**src/hw/rtl/thas_pkg.sv**
```systemverilog
package thas_pkg;

  // default coordinate format
  localparam int COORD_WIDTH_DEF = 32;
  localparam int FRAC_BITS_DEF   = 16;

  // scaled vector components stay below 2^NORM_BITS
  localparam int NORM_BITS = 20;
  localparam int SQ_W      = 2 * NORM_BITS + 2;   // squared norms, |dot|
  localparam int ROOT_W    = NORM_BITS + 1;       // integer square roots
  localparam int QUO_W     = 16;                  // sine quotient, Q0.16
  localparam int SIN_STEPS = 255;
  localparam int SIN_W     = 32;
  localparam int STEP_W    = 8;
  localparam logic [STEP_W-1:0] STEP_LAST = STEP_W'(SIN_STEPS - 1);
  localparam logic [STEP_W-1:0] SHADE_MAX = 8'd255;

  localparam longint unsigned PI_Q30 = 64'd3373259426;

  typedef enum logic [2:0] {
    REQ_ORIGIN = 3'd0,
    REQ_DIR    = 3'd1,
    REQ_VERT1  = 3'd2,
    REQ_VERT2  = 3'd3,
    REQ_HIT    = 3'd4
  } req_t;

  typedef enum logic [1:0] {
    CFG_LIGHT_X = 2'd0,
    CFG_LIGHT_Y = 2'd1,
    CFG_LIGHT_Z = 2'd2
  } cfg_reg_t;

  typedef enum logic [4:0] {
    ST_IDLE,
    ST_PMUL,
    ST_PADD,
    ST_DIFF,
    ST_SCALE,
    ST_XMUL,
    ST_XACC,
    ST_DMUL,
    ST_DACC,
    ST_SQL,
    ST_SQLW,
    ST_SQN,
    ST_SQNW,
    ST_RMUL,
    ST_RCHK,
    ST_DIV,
    ST_SRCH,
    ST_FIN
  } state_t;

  // square root unit handshake
  typedef struct packed {
    logic              start;
    logic [SQ_W-1:0]   rad;
  } sqrt_req_t;

  typedef struct packed {
    logic              done;
    logic [ROOT_W-1:0] root;
  } sqrt_rsp_t;

  // sin(k*pi/510) in Q2.30, odd Taylor series to the 13th power
  function automatic logic [SIN_STEPS*SIN_W-1:0] sin_table();
    logic [SIN_STEPS*SIN_W-1:0] tab;
    longint unsigned x;
    longint unsigned x2;
    longint unsigned term;
    longint unsigned sum;
    int k;
    tab = '0;
    for (k = 0; k < SIN_STEPS; k++) begin
      x    = (64'(k) * PI_Q30) / 64'd510;
      x2   = (x * x) >> 30;
      term = x;
      sum  = x;
      term = ((term * x2) >> 30) / 64'd6;
      sum  = sum - term;
      term = ((term * x2) >> 30) / 64'd20;
      sum  = sum + term;
      term = ((term * x2) >> 30) / 64'd42;
      sum  = sum - term;
      term = ((term * x2) >> 30) / 64'd72;
      sum  = sum + term;
      term = ((term * x2) >> 30) / 64'd110;
      sum  = sum - term;
      term = ((term * x2) >> 30) / 64'd156;
      sum  = sum + term;
      tab[k*SIN_W +: SIN_W] = SIN_W'(sum);
    end
    return tab;
  endfunction

  localparam logic [SIN_STEPS*SIN_W-1:0] SIN_TAB = sin_table();

endpackage

```
**src/hw/rtl/thas_mul.sv**
```systemverilog
module thas_mul
  import thas_pkg::*;
#(
  parameter int MW = COORD_WIDTH_DEF
) (
  input  logic            clk,
  input  logic [MW-1:0]   a,
  input  logic [MW-1:0]   b,
  output logic [2*MW-1:0] prod
);

  // shared unsigned multiplier, product registered
  always_ff @(posedge clk) begin
    prod <= (2*MW)'(a) * (2*MW)'(b);
  end

endmodule

```
**config.mk**
```make
export PLATFORM = sky130hd
export DESIGN_NAME = thas_mul
export DESIGN_NICKNAME = d
export VERILOG_FILES = /design/src/hw/rtl/thas_pkg.sv /design/src/hw/rtl/thas_mul.sv
export SDC_FILE = /design/constraint.sdc
export NUM_CORES = 2
export LEC_CHECK = 0
export BUFFER_PORTS_ARGS = -buffer_cell sky130_fd_sc_hd__buf_2
export CAP_MARGIN = 25
export CORE_MARGIN = 2
export CORE_UTILIZATION = 45
export DETAILED_ROUTE_END_ITERATION = 7
export RECOVER_POWER = 25
export SETUP_SLACK_MARGIN = 0.05
export SYNTH_ARGS = -nofsm -noshare
export SYNTH_HDL_FRONTEND = slang
export SYNTH_SLANG_ARGS = --single-unit
```
**constraint.sdc**
```tcl
create_clock -name clk -period 11.1 [get_ports clk]
set_clock_uncertainty 0.1 [all_clocks]
set_input_delay 2.22 -clock clk [delete_from_list [all_inputs] [get_ports clk]]
set_output_delay 2.22 -clock clk [all_outputs]
set_load 0.01 [all_outputs]
```
Word level (Yosys, flattened, before mapping)
Index checks and enable logic that the tools add are counted.
{"block": "totals", "ff_bits": 64, "out_inout_bits": 64}
{"block": "classes", "multipliers": 1}
{"operator": "$mul A32 B32 Y64", "n": 1}

Depth between registers and ports, before layout
{"block": "depth", "ltp_word": 1, "depth_mapped": 29, "mapped_depth_nobuf": 27}

Worst setup path after synthesis
OpenSTA, ideal clock, no wires.
{"block": "synth_timing", "path_kind": "input to register", "start": "in a[25]", "end": "reg prod[62]", "setup_time_ns": 0.072, "arrival_ns": 8.901, "t_required_ns": 10.928, "setup_slack_ns": 2.027, "stages": 25, "n_path_buf": 2, "cell_sequence": "clkbuf_1 -> nand2_1 -> fa_1 -> inv_1 -> fa_1 -> inv_1 -> fa_1 -> inv_1 -> fa_1 -> fa_1 -> fa_1 -> fa_1 -> inv_1 -> fa_1 -> inv_1 -> ha_1 -> buf_2 -> nand4_1 -> or4_1 -> or3_1 -> a31oi_1 -> a31o_2 -> a211oi_1 -> o21ai_1 -> xor2_1"}
{"block": "synth_between", "elab_chain_len": 1}
{"item": "start: declaration", "line_no": "thas_mul.sv:7", "rtl": "input logic [MW-1:0] a,"}
{"item": "$mul A32 B32 Y64", "line_no": "thas_mul.sv:14", "rtl": "prod <= (2*MW)'(a) * (2*MW)'(b);"}
{"item": "end signal: assignment", "line_no": "thas_mul.sv:14"}
{"item": "end: declaration", "line_no": "thas_mul.sv:9", "rtl": "output logic [2*MW-1:0] prod"}
Every way passes these cells.

Final worst setup path
{"block": "layout_timing", "start": "in a[0]", "end": "reg prod[62]"}
Same word-level chain as after synthesis.

==> flow_summary.toml <==
[synthesis]
ys.warnings.count = 0
syn_avg_cell_area_um2 = 9.252
syn_area_um2 = 34680
async_reset_ff_share_pct = 0
synthTopCellsByArea = "fa_1, and2_1, ha_1"
synth-seq-cells = 64
yosysTopAreaCell = "fa_1"
synthCells = 3748
synthFlopType = "dfxtp_1"
synth.distinct_cells = 57
synth_nets = 4972
synth-edff-count = 0
synth_top_area_share_pct = 51.73
yosysSeqAreaShare_pct = 3.695

[critical_path]
crit_fanout = 30
cp_data_required_time_ns = 11.28
cp-start-kind = "input port"
crit_arrival_ns = 10.38
cp-end-kind = "register"
criticalPathCategory = "in2reg"

[job]
maxCapViolations = 1

[placed_design]
gp_congestion = 0.8864
port_buffers = 128
dp_hpwl_mm = 76.87
dp.cells = 4706

[floorplanning]
die_area_um2 = 79290
rows = 101
ios = 129
initial_core_util_pct = 45.58
core_area_um2 = 76080
die_h_um = 281.6
die_width_um = 281.6

[sta]
fin_crit_ns = 10.20
fin_setup_tns_ns = 0
setup_viol = 0
worst_pin_slew_ns = 1.790
period_share_pct = 91.90
slew_headroom_pct = -19.32
final-max-slew-violation-count = 31
timing.fmax_ghz = 0.09803
rsz0062_at_grt = "false"
hold_viol = 0
fin_hold_ws_ns = 2.335

[cells_and_area]
n_fill_cell = 7452
area_delta_synth_final_pct = 4.471
fin_nets = 4911
largestRegisters = "prod x64"
fin_cells = 4723
regMostFlops = "prod"
layout-drive-gt1-share_pct = 4.036
largest_reg_flops = 64

[routing]
drt-total-wl_mm = 93.93
wl_per_cell_um = 19.89
first_pass_iters = 4
vias = 24414
drtIter0Drc = 1336
post-route-drc-count = 0
via_per_inst = 5.169
antenna_left = 0

[cts]
cts_resized = 0
postCtsSetupBuffers = 0
clk_pin_slew_ns = 0.06
cts_buffers = 9
cts_tree = "yes"
cts_sinks = 64
clockBufferDepth = 2
hold_buffers = 0
cts_root_buf = "clkbuf_16"
htree_levels = 3

[min_path]
hold_path.startpoint = "b[0]"
hold-path-endpoint = "prod[0]"
holdPathStages = 2
min_path_type = "in2reg"

[global_route]
grt_usage_pct = 24.96
grt_overflow = 0
antenna_found_initial = 5
grt_pass1_vias = 26740
grt_max_degree = 33
grt_pass1_wl_mm = 150.5

[outcome]
failed_checks = "capacitance limit, slew limit"
outcome = "finished with violations"
==> layer usage <==
metal / routed length [µm] / part of all wire, % / GRT usage [%]
met1: 36070 / 38 / 30.65
met2: 50120 / 53 / 45.49
met3: 3734 / 4.0 / 2.221
met4: 3985 / 4.2 / 9.384
met5: 24 / 0.026 / 0
==> cell usage after synthesis, types with 4 or more instances <==
| cell | number |
|---|---|
| fa_1 | 896 |
| inv_1 | 865 |
| and2_1 | 602 |
| nand2_1 | 480 |
| ha_1 | 263 |
| clkbuf_1 | 213 |
| dfxtp_1 | 64 |
| a21oi_1 | 63 |
| a21o_1 | 40 |
| xnor2_1 | 35 |
| xor2_1 | 25 |
| nand4_1 | 23 |
| o21ai_0 | 21 |
| nor2_1 | 20 |
| and3_1 | 14 |
| a31oi_1 | 12 |
| nand3_1 | 10 |
| o21bai_1 | 10 |
| o21a_1 | 9 |
| nor3_1 | 7 |
| buf_2 | 6 |
| o21ai_1 | 5 |
| a221o_1 | 4 |
==> critical path: stages <==
cell and delay, ns:
buf_2 0.15, clkbuf_1 1.30, and2_1 0.28, ha_1 0.15
inv_1 0.05, fa_1 0.49, inv_1 0.06, fa_1 0.51
fa_1 0.43, fa_1 0.46, fa_1 0.45, fa_1 0.54
inv_1 0.05, fa_1 0.47, inv_1 0.04, ha_1 0.42
nand4_1 0.23, or4_1 0.47, or3_1 0.35, a31oi_1 0.55
a31o_2 0.29, a211oi_1 0.10, o21ai_1 0.17, xor2_1 0.14
==> cell usage in the layout (no fill, tap or decap), types with 4 or more instances in the layout <==
cell type	netlist	routed
xor2_1	25	25
nor3_1	7	7
o21ai_1	5	5
and3_1	14	14
nor2_1	20	20
clkbuf_1	213	32
xnor2_1	35	35
inv_1	865	865
a221o_1	4	4
dfxtp_1	64	64
buf_4	0	19
nand2_1	480	480
clkbuf_16	0	9
a31oi_1	12	12
and2_1	602	602
o21ai_0	21	21
a21o_1	40	40
a21oi_1	63	63
ha_1	263	263
o21bai_1	10	10
buf_2	6	97
o21a_1	9	9
nand3_1	10	10
nand4_1	23	23
fa_1	896	896
==> worst max path at each step <==
| stage | slack, ns | endpoint | cells past startpoint | from |
|---|---|---|---|---|
| floorplan | 2.03 | prod[62] | 25 | a[25] |
| global placement | 0.93 | prod[62] | 24 | b[8] |
| detailed placement | 0.92 | prod[62] | 21 | a[17] |
| CTS | 1.28 | prod[62] | 21 | a[17] |
| global route | 0.53 | prod[62] | 24 | a[0] |
| finish | 0.90 | prod[62] | 24 | a[0] |
==> area by class of cell <==
| cell class | count | area, µm² | area share (%) |
|---|---|---|---|
| Multi-Input combinational cell | 2599 | 29310 | 80.92 |
| Inverter | 865 | 3247 | 8.963 |
| Tap cell | 1030 | 1289 | 3.558 |
| Sequential cell | 64 | 1281 | 3.537 |
| Timing Repair Buffer | 148 | 748.2 | 2.065 |
| Clock buffer | 9 | 225.2 | 0.6217 |
| Clock inverter | 7 | 118.9 | 0.3281 |
| Antenna cell | 1 | 2.502 | 0.006908 |
==> cells by family after synthesis <==
group	after synthesis	share of synthesized area, %
fa+ha+maj	1159	61.22
xor+xnor	60	1.515
flops	64	3.695
compound gates	202	4.153
buf+inv	1085	11.77
simple gates	1177	17.62
mux	1	0.02887
==> through the flow <==
stage	util, %	area, µm²	setup slack (ns)
after floorplan	-	34680	2.027
after global placement	47.22	35920	0.9336
after detailed placement	47.22	35920	0.9201
after CTS	47.67	36270	1.280
after global routing	47.62	36230	0.5254
final	47.62	36230	0.8990
Power is not shown: default switching activity piles up to over one toggle a cycle in this logic, so the estimate is an artifact.
