**src/hw/rtl/thas_pkg.sv**
```systemverilog
package thas_pkg;

  // default coordinate format
  localparam int COORD_WIDTH_DEF = 32;
  localparam int FRAC_BITS_DEF   = 16;

  // scaled vector components stay below 2^NORM_BITS
  localparam int NORM_BITS = 20;
  localparam int SQ_W      = 2 * NORM_BITS + 2;   // squared norms, |dot|
  localparam int ROOT_W    = NORM_BITS + 1;       // integer square roots
  localparam int QUO_W     = 16;                  // sine quotient, Q0.16
  localparam int SIN_STEPS = 255;
  localparam int SIN_W     = 32;
  localparam int STEP_W    = 8;
  localparam logic [STEP_W-1:0] STEP_LAST = STEP_W'(SIN_STEPS - 1);
  localparam logic [STEP_W-1:0] SHADE_MAX = 8'd255;

  localparam longint unsigned PI_Q30 = 64'd3373259426;

  typedef enum logic [2:0] {
    REQ_ORIGIN = 3'd0,
    REQ_DIR    = 3'd1,
    REQ_VERT1  = 3'd2,
    REQ_VERT2  = 3'd3,
    REQ_HIT    = 3'd4
  } req_t;

  typedef enum logic [1:0] {
    CFG_LIGHT_X = 2'd0,
    CFG_LIGHT_Y = 2'd1,
    CFG_LIGHT_Z = 2'd2
  } cfg_reg_t;

  typedef enum logic [4:0] {
    ST_IDLE,
    ST_PMUL,
    ST_PADD,
    ST_DIFF,
    ST_SCALE,
    ST_XMUL,
    ST_XACC,
    ST_DMUL,
    ST_DACC,
    ST_SQL,
    ST_SQLW,
    ST_SQN,
    ST_SQNW,
    ST_RMUL,
    ST_RCHK,
    ST_DIV,
    ST_SRCH,
    ST_FIN
  } state_t;

  // square root unit handshake
  typedef struct packed {
    logic              start;
    logic [SQ_W-1:0]   rad;
  } sqrt_req_t;

  typedef struct packed {
    logic              done;
    logic [ROOT_W-1:0] root;
  } sqrt_rsp_t;

  // sin(k*pi/510) in Q2.30, odd Taylor series to the 13th power
  function automatic logic [SIN_STEPS*SIN_W-1:0] sin_table();
    logic [SIN_STEPS*SIN_W-1:0] tab;
    longint unsigned x;
    longint unsigned x2;
    longint unsigned term;
    longint unsigned sum;
    int k;
    tab = '0;
    for (k = 0; k < SIN_STEPS; k++) begin
      x    = (64'(k) * PI_Q30) / 64'd510;
      x2   = (x * x) >> 30;
      term = x;
      sum  = x;
      term = ((term * x2) >> 30) / 64'd6;
      sum  = sum - term;
      term = ((term * x2) >> 30) / 64'd20;
      sum  = sum + term;
      term = ((term * x2) >> 30) / 64'd42;
      sum  = sum - term;
      term = ((term * x2) >> 30) / 64'd72;
      sum  = sum + term;
      term = ((term * x2) >> 30) / 64'd110;
      sum  = sum - term;
      term = ((term * x2) >> 30) / 64'd156;
      sum  = sum + term;
      tab[k*SIN_W +: SIN_W] = SIN_W'(sum);
    end
    return tab;
  endfunction

  localparam logic [SIN_STEPS*SIN_W-1:0] SIN_TAB = sin_table();

endpackage

```
**src/hw/rtl/thas_isqrt.sv**
```systemverilog
module thas_isqrt
  import thas_pkg::*;
(
  input  logic      clk,
  input  logic      rst,
  input  sqrt_req_t req,
  output sqrt_rsp_t rsp
);

  logic            busy;
  logic [SQ_W-1:0] x;
  logic [SQ_W:0]   r;
  logic [SQ_W-1:0] bitv;
  logic [SQ_W:0]   trial;
  logic            done;

  assign trial = r + (SQ_W+1)'(bitv);

  // control
  always_ff @(posedge clk) begin
    if (rst) begin
      busy <= 1'b0;
      done <= 1'b0;
    end else begin
      done <= 1'b0;
      if (req.start) begin
        busy <= 1'b1;
      end else if (busy && bitv[0]) begin
        busy <= 1'b0;
        done <= 1'b1;
      end
    end
  end

  // one result bit per cycle, restoring digit recurrence
  always_ff @(posedge clk) begin
    if (req.start) begin
      x    <= req.rad;
      r    <= '0;
      bitv <= SQ_W'(1) << (SQ_W - 2);
    end else if (busy) begin
      if ((SQ_W+1)'(x) >= trial) begin
        x <= SQ_W'((SQ_W+1)'(x) - trial);
        r <= (r >> 1) + (SQ_W+1)'(bitv);
      end else begin
        r <= r >> 1;
      end
      bitv <= bitv >> 2;
    end
  end

  assign rsp.done = done;
  assign rsp.root = r[ROOT_W-1:0];

endmodule

```
**config.mk**
```make
export PLATFORM = sky130hd
export DESIGN_NAME = thas_isqrt
export DESIGN_NICKNAME = d
export VERILOG_FILES = /design/src/hw/rtl/thas_pkg.sv /design/src/hw/rtl/thas_isqrt.sv
export SDC_FILE = /design/constraint.sdc
export NUM_CORES = 1
export LEC_CHECK = 0
export ABC_CLOCK_PERIOD_IN_PS = 6100
export BUFFER_PORTS_ARGS = -buffer_cell sky130_fd_sc_hd__buf_4
export CORE_MARGIN = 2
export CORE_UTILIZATION = 40
export CTS_BUF_LIST = sky130_fd_sc_hd__clkbuf_4
export CTS_CLUSTER_SIZE = 40
export DETAILED_ROUTE_END_ITERATION = 10
export PLACE_DENSITY = 0.66
export RECOVER_POWER = 50
export REMOVE_ABC_BUFFERS = 1
export SLEW_MARGIN = 20
export SYNTH_ARGS = -nofsm -noshare
export SYNTH_HDL_FRONTEND = slang
export SYNTH_SLANG_ARGS = --single-unit
```
**constraint.sdc**
```tcl
create_clock -name clk -period 6.1 [get_ports clk]
set_clock_uncertainty 0.1 [all_clocks]
set_input_delay 0.61 -clock clk [delete_from_list [all_inputs] [get_ports clk]]
set_output_delay 0.61 -clock clk [all_outputs]
set_load 0.02 [all_outputs]
```
# Word-level counts from Yosys, hierarchy flattened
# Index checks and enable logic that the tools add are counted.
# word_totals
regBits	108
in_bits	45
wordCells	22
# op_classes
addsub	3
n_lt_le_gt_ge	1
mux	7
n_reduce_logical	6
# ops
cell	n
2-to-1 mux 42 bit	3
adder 42 x 41 -> 43 bit	1
adder 43 x 41 -> 43 bit	1
greater-or-equal comparator 42 x 43 -> 1 bit	1
2-to-1 mux 43 bit	1
subtractor 42 bit	1
nonzero test 2 bit	3
2-to-1 mux 1 bit	3
AND reduction 2 bit	1
OR reduction 2 bit	1
logical AND 1 bit	1

# Depth between registers and ports, before layout
# logic_depth
depth_word	5
depth_mapped	25

# Worst setup path after synthesis
# OpenSTA, ideal clock, no wires.
# synth_path
path_kind	flip-flop to flip-flop
from	register r[2]
to	register x[0], enable pin
arrival_time_ns	6.128
required_time_ns	5.550
path_slack_ns	-0.578
stages_incl_launch_ff	21
path_buffers	2
cell_sequence	dfxtp_1 -> ha_1 -> a31oi_1 -> o21bai_1 -> a31oi_1 -> o31ai_1 -> a31o_2 -> a31oi_1 -> o21ai_0 -> a31oi_1 -> xor2_1 -> ha_1 -> nand3_1 -> nor4_1 -> a31o_2 -> a221o_1 -> a21o_1 -> o21ai_2 -> buf_2 -> buf_2 -> o21bai_1
# synth_via
elab_chain_len	4
# synth_rtl
element	line_no	rtl
start, declared	thas_isqrt.sv:12	logic [SQ_W:0] r;
start signal, assigned	thas_isqrt.sv:44	r <= (r >> 1) + (SQ_W+1)'(bitv);
start signal, assigned	thas_isqrt.sv:46	r <= r >> 1;
adder 43 x 41 -> 43 bit	thas_isqrt.sv:17	assign trial = r + (SQ_W+1)'(bitv);
greater-or-equal comparator 42 x 43 -> 1 bit	thas_isqrt.sv:42	if ((SQ_W+1)'(x) >= trial) begin
nonzero test 2 bit (no source line)	-	
AND reduction 2 bit (no source line)	-	
end signal, assigned	thas_isqrt.sv:38	x <= req.rad;
end signal, assigned	thas_isqrt.sv:43	x <= SQ_W'((SQ_W+1)'(x) - trial);
end, declared	thas_isqrt.sv:11	logic [SQ_W-1:0] x;
# No other way between the ends.
# A chain may end at the register's enable or synchronous reset.

# Worst setup path after layout
# layout_path
from	register bitv[0]
to	register r[41]
# layout_via
elab_chain_len	3
word_cells_on_any_way	4
# layout_rtl
element	line_no	rtl
start, declared	thas_isqrt.sv:13	logic [SQ_W-1:0] bitv;
start signal, assigned	thas_isqrt.sv:40	bitv <= SQ_W'(1) << (SQ_W - 2);
start signal, assigned	thas_isqrt.sv:48	bitv <= bitv >> 2;
adder 43 x 41 -> 43 bit	thas_isqrt.sv:17	
greater-or-equal comparator 42 x 43 -> 1 bit	thas_isqrt.sv:42	
2-to-1 mux 43 bit (*)	thas_isqrt.sv:42	
# Mark *: on every way between the ends. The rest lies on a longest branch, timed or not.

==> impl_metrics.ini <==
[run]
drv_cap = 3

[critical_path]
end_kind = register
critPathRequiredTime_ns = 6.27
cp.buffers_inverters = 2
path_cells = ha_1, ha_1, a21oi_1, o21ai_0, inv_1, o21ai_0, nand2_1, xor2_1, ha_1, a211oi_1, o21bai_1, a21oi_1, o311ai_0, o211ai_1, a21oi_1, o21ai_4, clkbuf_2, a311oi_2, xnor2_1, a211oi_2
cp.depth = 20
reg2reg_slack_ns = 0.50
cp_top_family = compound AO/OA/AOI/OAI gates
worstSetupStartpointType = register
path_class = register to register
cp_slowest_cell = o311ai_0
reg2reg_to = r[41]
r2r.worst_path.cells = 20
slowest_delay_ns = 0.81
worst-path-max-fanout = 18
worstPathArrival_ns = 5.77
startpoint = bitv[0]
rr_startpoint = bitv[0]

[layout]
fin_cells = 1503
drive_gt1_share_pct = 7.69
finalNetCount = 1311
antennaDiodeCount = 0
area_growth_pct = 6.56

[power]
power_frac_comb_pct = 58.1
p_seq_share_pct = 30.4
switching_share_pct = 45.9
internal_power_mw = 1.91
ir_worst_vdd_mv = 0.246
powerDensity_mw_per_mm2 = 350
p_leak_nw = 3.78
switchingPower_mw = 1.62
clkPwrFrac_pct = 11.5

[synthesis]
synthCells = 1179
synth_ff_type = dfxtp_1
synth-seq-area-share_pct = 27.3
async_reset_ff_share_pct = 0
yosysWarnings = 0
synth_area_per_cell_um2 = 8.02
synth_area_mm2 = 0.00946
ys_types = 71
synth.ff_latch_count = 108
synth_enable_flop_cells = 42

[route]
routed_via_density = 5.64
drt_wl_total_mm = 23.7
firstDrtPassIters = 8
wl_per_cell_um = 15.8
dr_total_vias = 8476
drtAntennaViolNets = 0
drc_errors = 0
drt_iter0_drc = 556

[min_path]
min_from = rst
worstHoldPathCells = 2
min_to = busy
min_path_type = primary input to register

[die]
rows = 56
die_y_um = 158
core_mm2 = 0.0233
die_w_um = 158
die_area_mm2 = 0.0249
initial_utilization_pct = 40.5
ios = 67

[sta]
tightestPinTransition_ns = 3.59
final-max-slew-violation-count = 155
fmax_mhz = 178
timing.final.crit_share_pct = 91.9
slew-limit-headroom_pct = -139
finalCriticalPeriod_ns = 5.60
tns_ns = 0
hold_slack_ns = 0.134
finalSetupViolations = 0
rsz0062_at_grt = false
hold_violations = 0

[placement]
place_congestion = 0.898
post-place-cells = 1487
dp_hpwl_mm = 17.7
port_buffers = 66

[clock_tree]
clk_latency_ns = 0.51
cts_root_buf = clkbuf_4
cts_buffers = 9
cts_tree = done
cts.clk_slew.worst_paths_ns = 0.19
post_cts_buffers = 0
cts.sinks = 108
cts_htree_levels = 3
clockBufferDepth = 2

[global_routing]
grt_pass1_vias = 8026
gr-usage-all-layers_pct = 19.4
grt_pass1_wl_mm = 39.3
grt-ovfl-total = 0
antenna_found_initial = 0
grt_max_degree = 72

[status]
status = finished with violations
failed_checks = max-capacitance violations, max-slew violations
routing by layer:
metal	wire length [um]	track usage, %
met2	11500	34.5
met5	0	0
met1	11100	24.8
met3	907	3.09
met4	167	3.46
power by group through the flow:
stage	logic (mW)	registers, mW	clock network (mW)
global route	2.29	1.09	0.441
detailed placement	2.04	1.09	0
finish	2.05	1.07	0.406
floorplan	1.53	1.07	0
global placement	2.02	1.09	0
CTS	2.05	1.07	0.417
area by class of cell:
class / instances / area (um2)
clock buffer: 9 / 67.6
clock inverter: 7 / 73.8
fill: 2446 / 13300
inverter: 31 / 116
multi-input combinational: 955 / 6360
sequential: 108 / 2580
tap: 319 / 399
timing repair buffer: 74 / 484
what timing repair did:
item,in CTS,in global routing
endpoints found under the setup margin,0,2
hold buffers,0,0
gates resized for setup,0,2
registers in the layout, indices dropped and copies added, names as in the netlist:
| register | cells |
|---|---|
| busy | 1 |
| r | 43 |
| x | 42 |
| bitv | 21 |
| done | 1 |
placed cells by master (no fill, tap or decap), types with 19 or more instances in the layout:
master    netlist  final
nand2_1       124    124
nor2_1        121    121
o21ai_0        88     88
ha_1           86     86
a21oi_1        83     83
dfxtp_1        66     66
xnor2_1        51     51
buf_4          22     46
xor2_1         45     45
edfxtp_1       42     42
a31oi_1        32     32
inv_1          31     31
nor3_1         31     31
a211oi_1       31     30
mux2i_1        30     30
clkbuf_1       51     25
nand3_1        22     22
a21o_1         20     20
o21bai_1       20     19
worst reg2reg max path: cells and delay by family (launching register included):
| kind | cells | cell delay [ns] |
|---|---|---|
| buffers and inverters | 2 | 0.41 |
| AND/OR/NAND/NOR | 1 | 0.08 |
| flip-flops | 1 | 0.42 |
| XOR/XNOR | 2 | 0.35 |
| adder cells (fa/ha/maj) | 3 | 0.76 |
| AO/OA/AOI/OAI | 12 | 3.27 |
worst max-delay path by stage:
stage,slack (ns),endpoint
after detailed placement,0.49,x[40]
after global routing,0.05,r[41]
after CTS,0.47,x[40]
final,0.50,r[41]
after floorplan,-1.44,x[0]
after global placement,0.58,x[37]
Yosys cell counts, drive strengths merged (20+ instances only):
master  number  share of area, %
inv         31               1.2
clkbuf      52               2.1
a21oi       83               4.4
mux2i       30               3.2
ha          86                11
a31oi       32               2.1
nand3       22               1.2
nor3        31               1.6
buf         33               2.4
a211oi      33               2.7
nand2      124               4.9
o21ai       89               4.7
o21bai      20               1.6
dfxtp       66                14
a21o        20               1.6
edfxtp      42                13
xor2        45               4.2
xnor2       51               4.7
nor2       121               4.8
per-stage QoR:
| step | area (um2) | setup WS (ns) | power, mW | util (%) |
|---|---|---|---|---|
| floorplan | 9030 | -1.44 | 2.60 | - |
| global placement | 10000 | 0.581 | 3.11 | 43.0 |
| detailed placement | 10000 | 0.489 | 3.13 | 43.0 |
| CTS | 10200 | 0.471 | 3.54 | 43.6 |
| global route | 10100 | 0.0523 | 3.82 | 43.2 |
| finish | 10100 | 0.496 | 3.53 | 43.2 |
cell families after synthesis:
kind of cell	share of synthesized area, %
adder cells (fa/ha/maj)	11.6
XOR/XNOR	8.89
multiplexers	3.41
flip-flops	27.3
AND/OR/NAND/NOR	18.2
AO/OA/AOI/OAI	24.9
buffers and inverters	5.73
No activity file was read; power rests on OpenSTA's default activity.
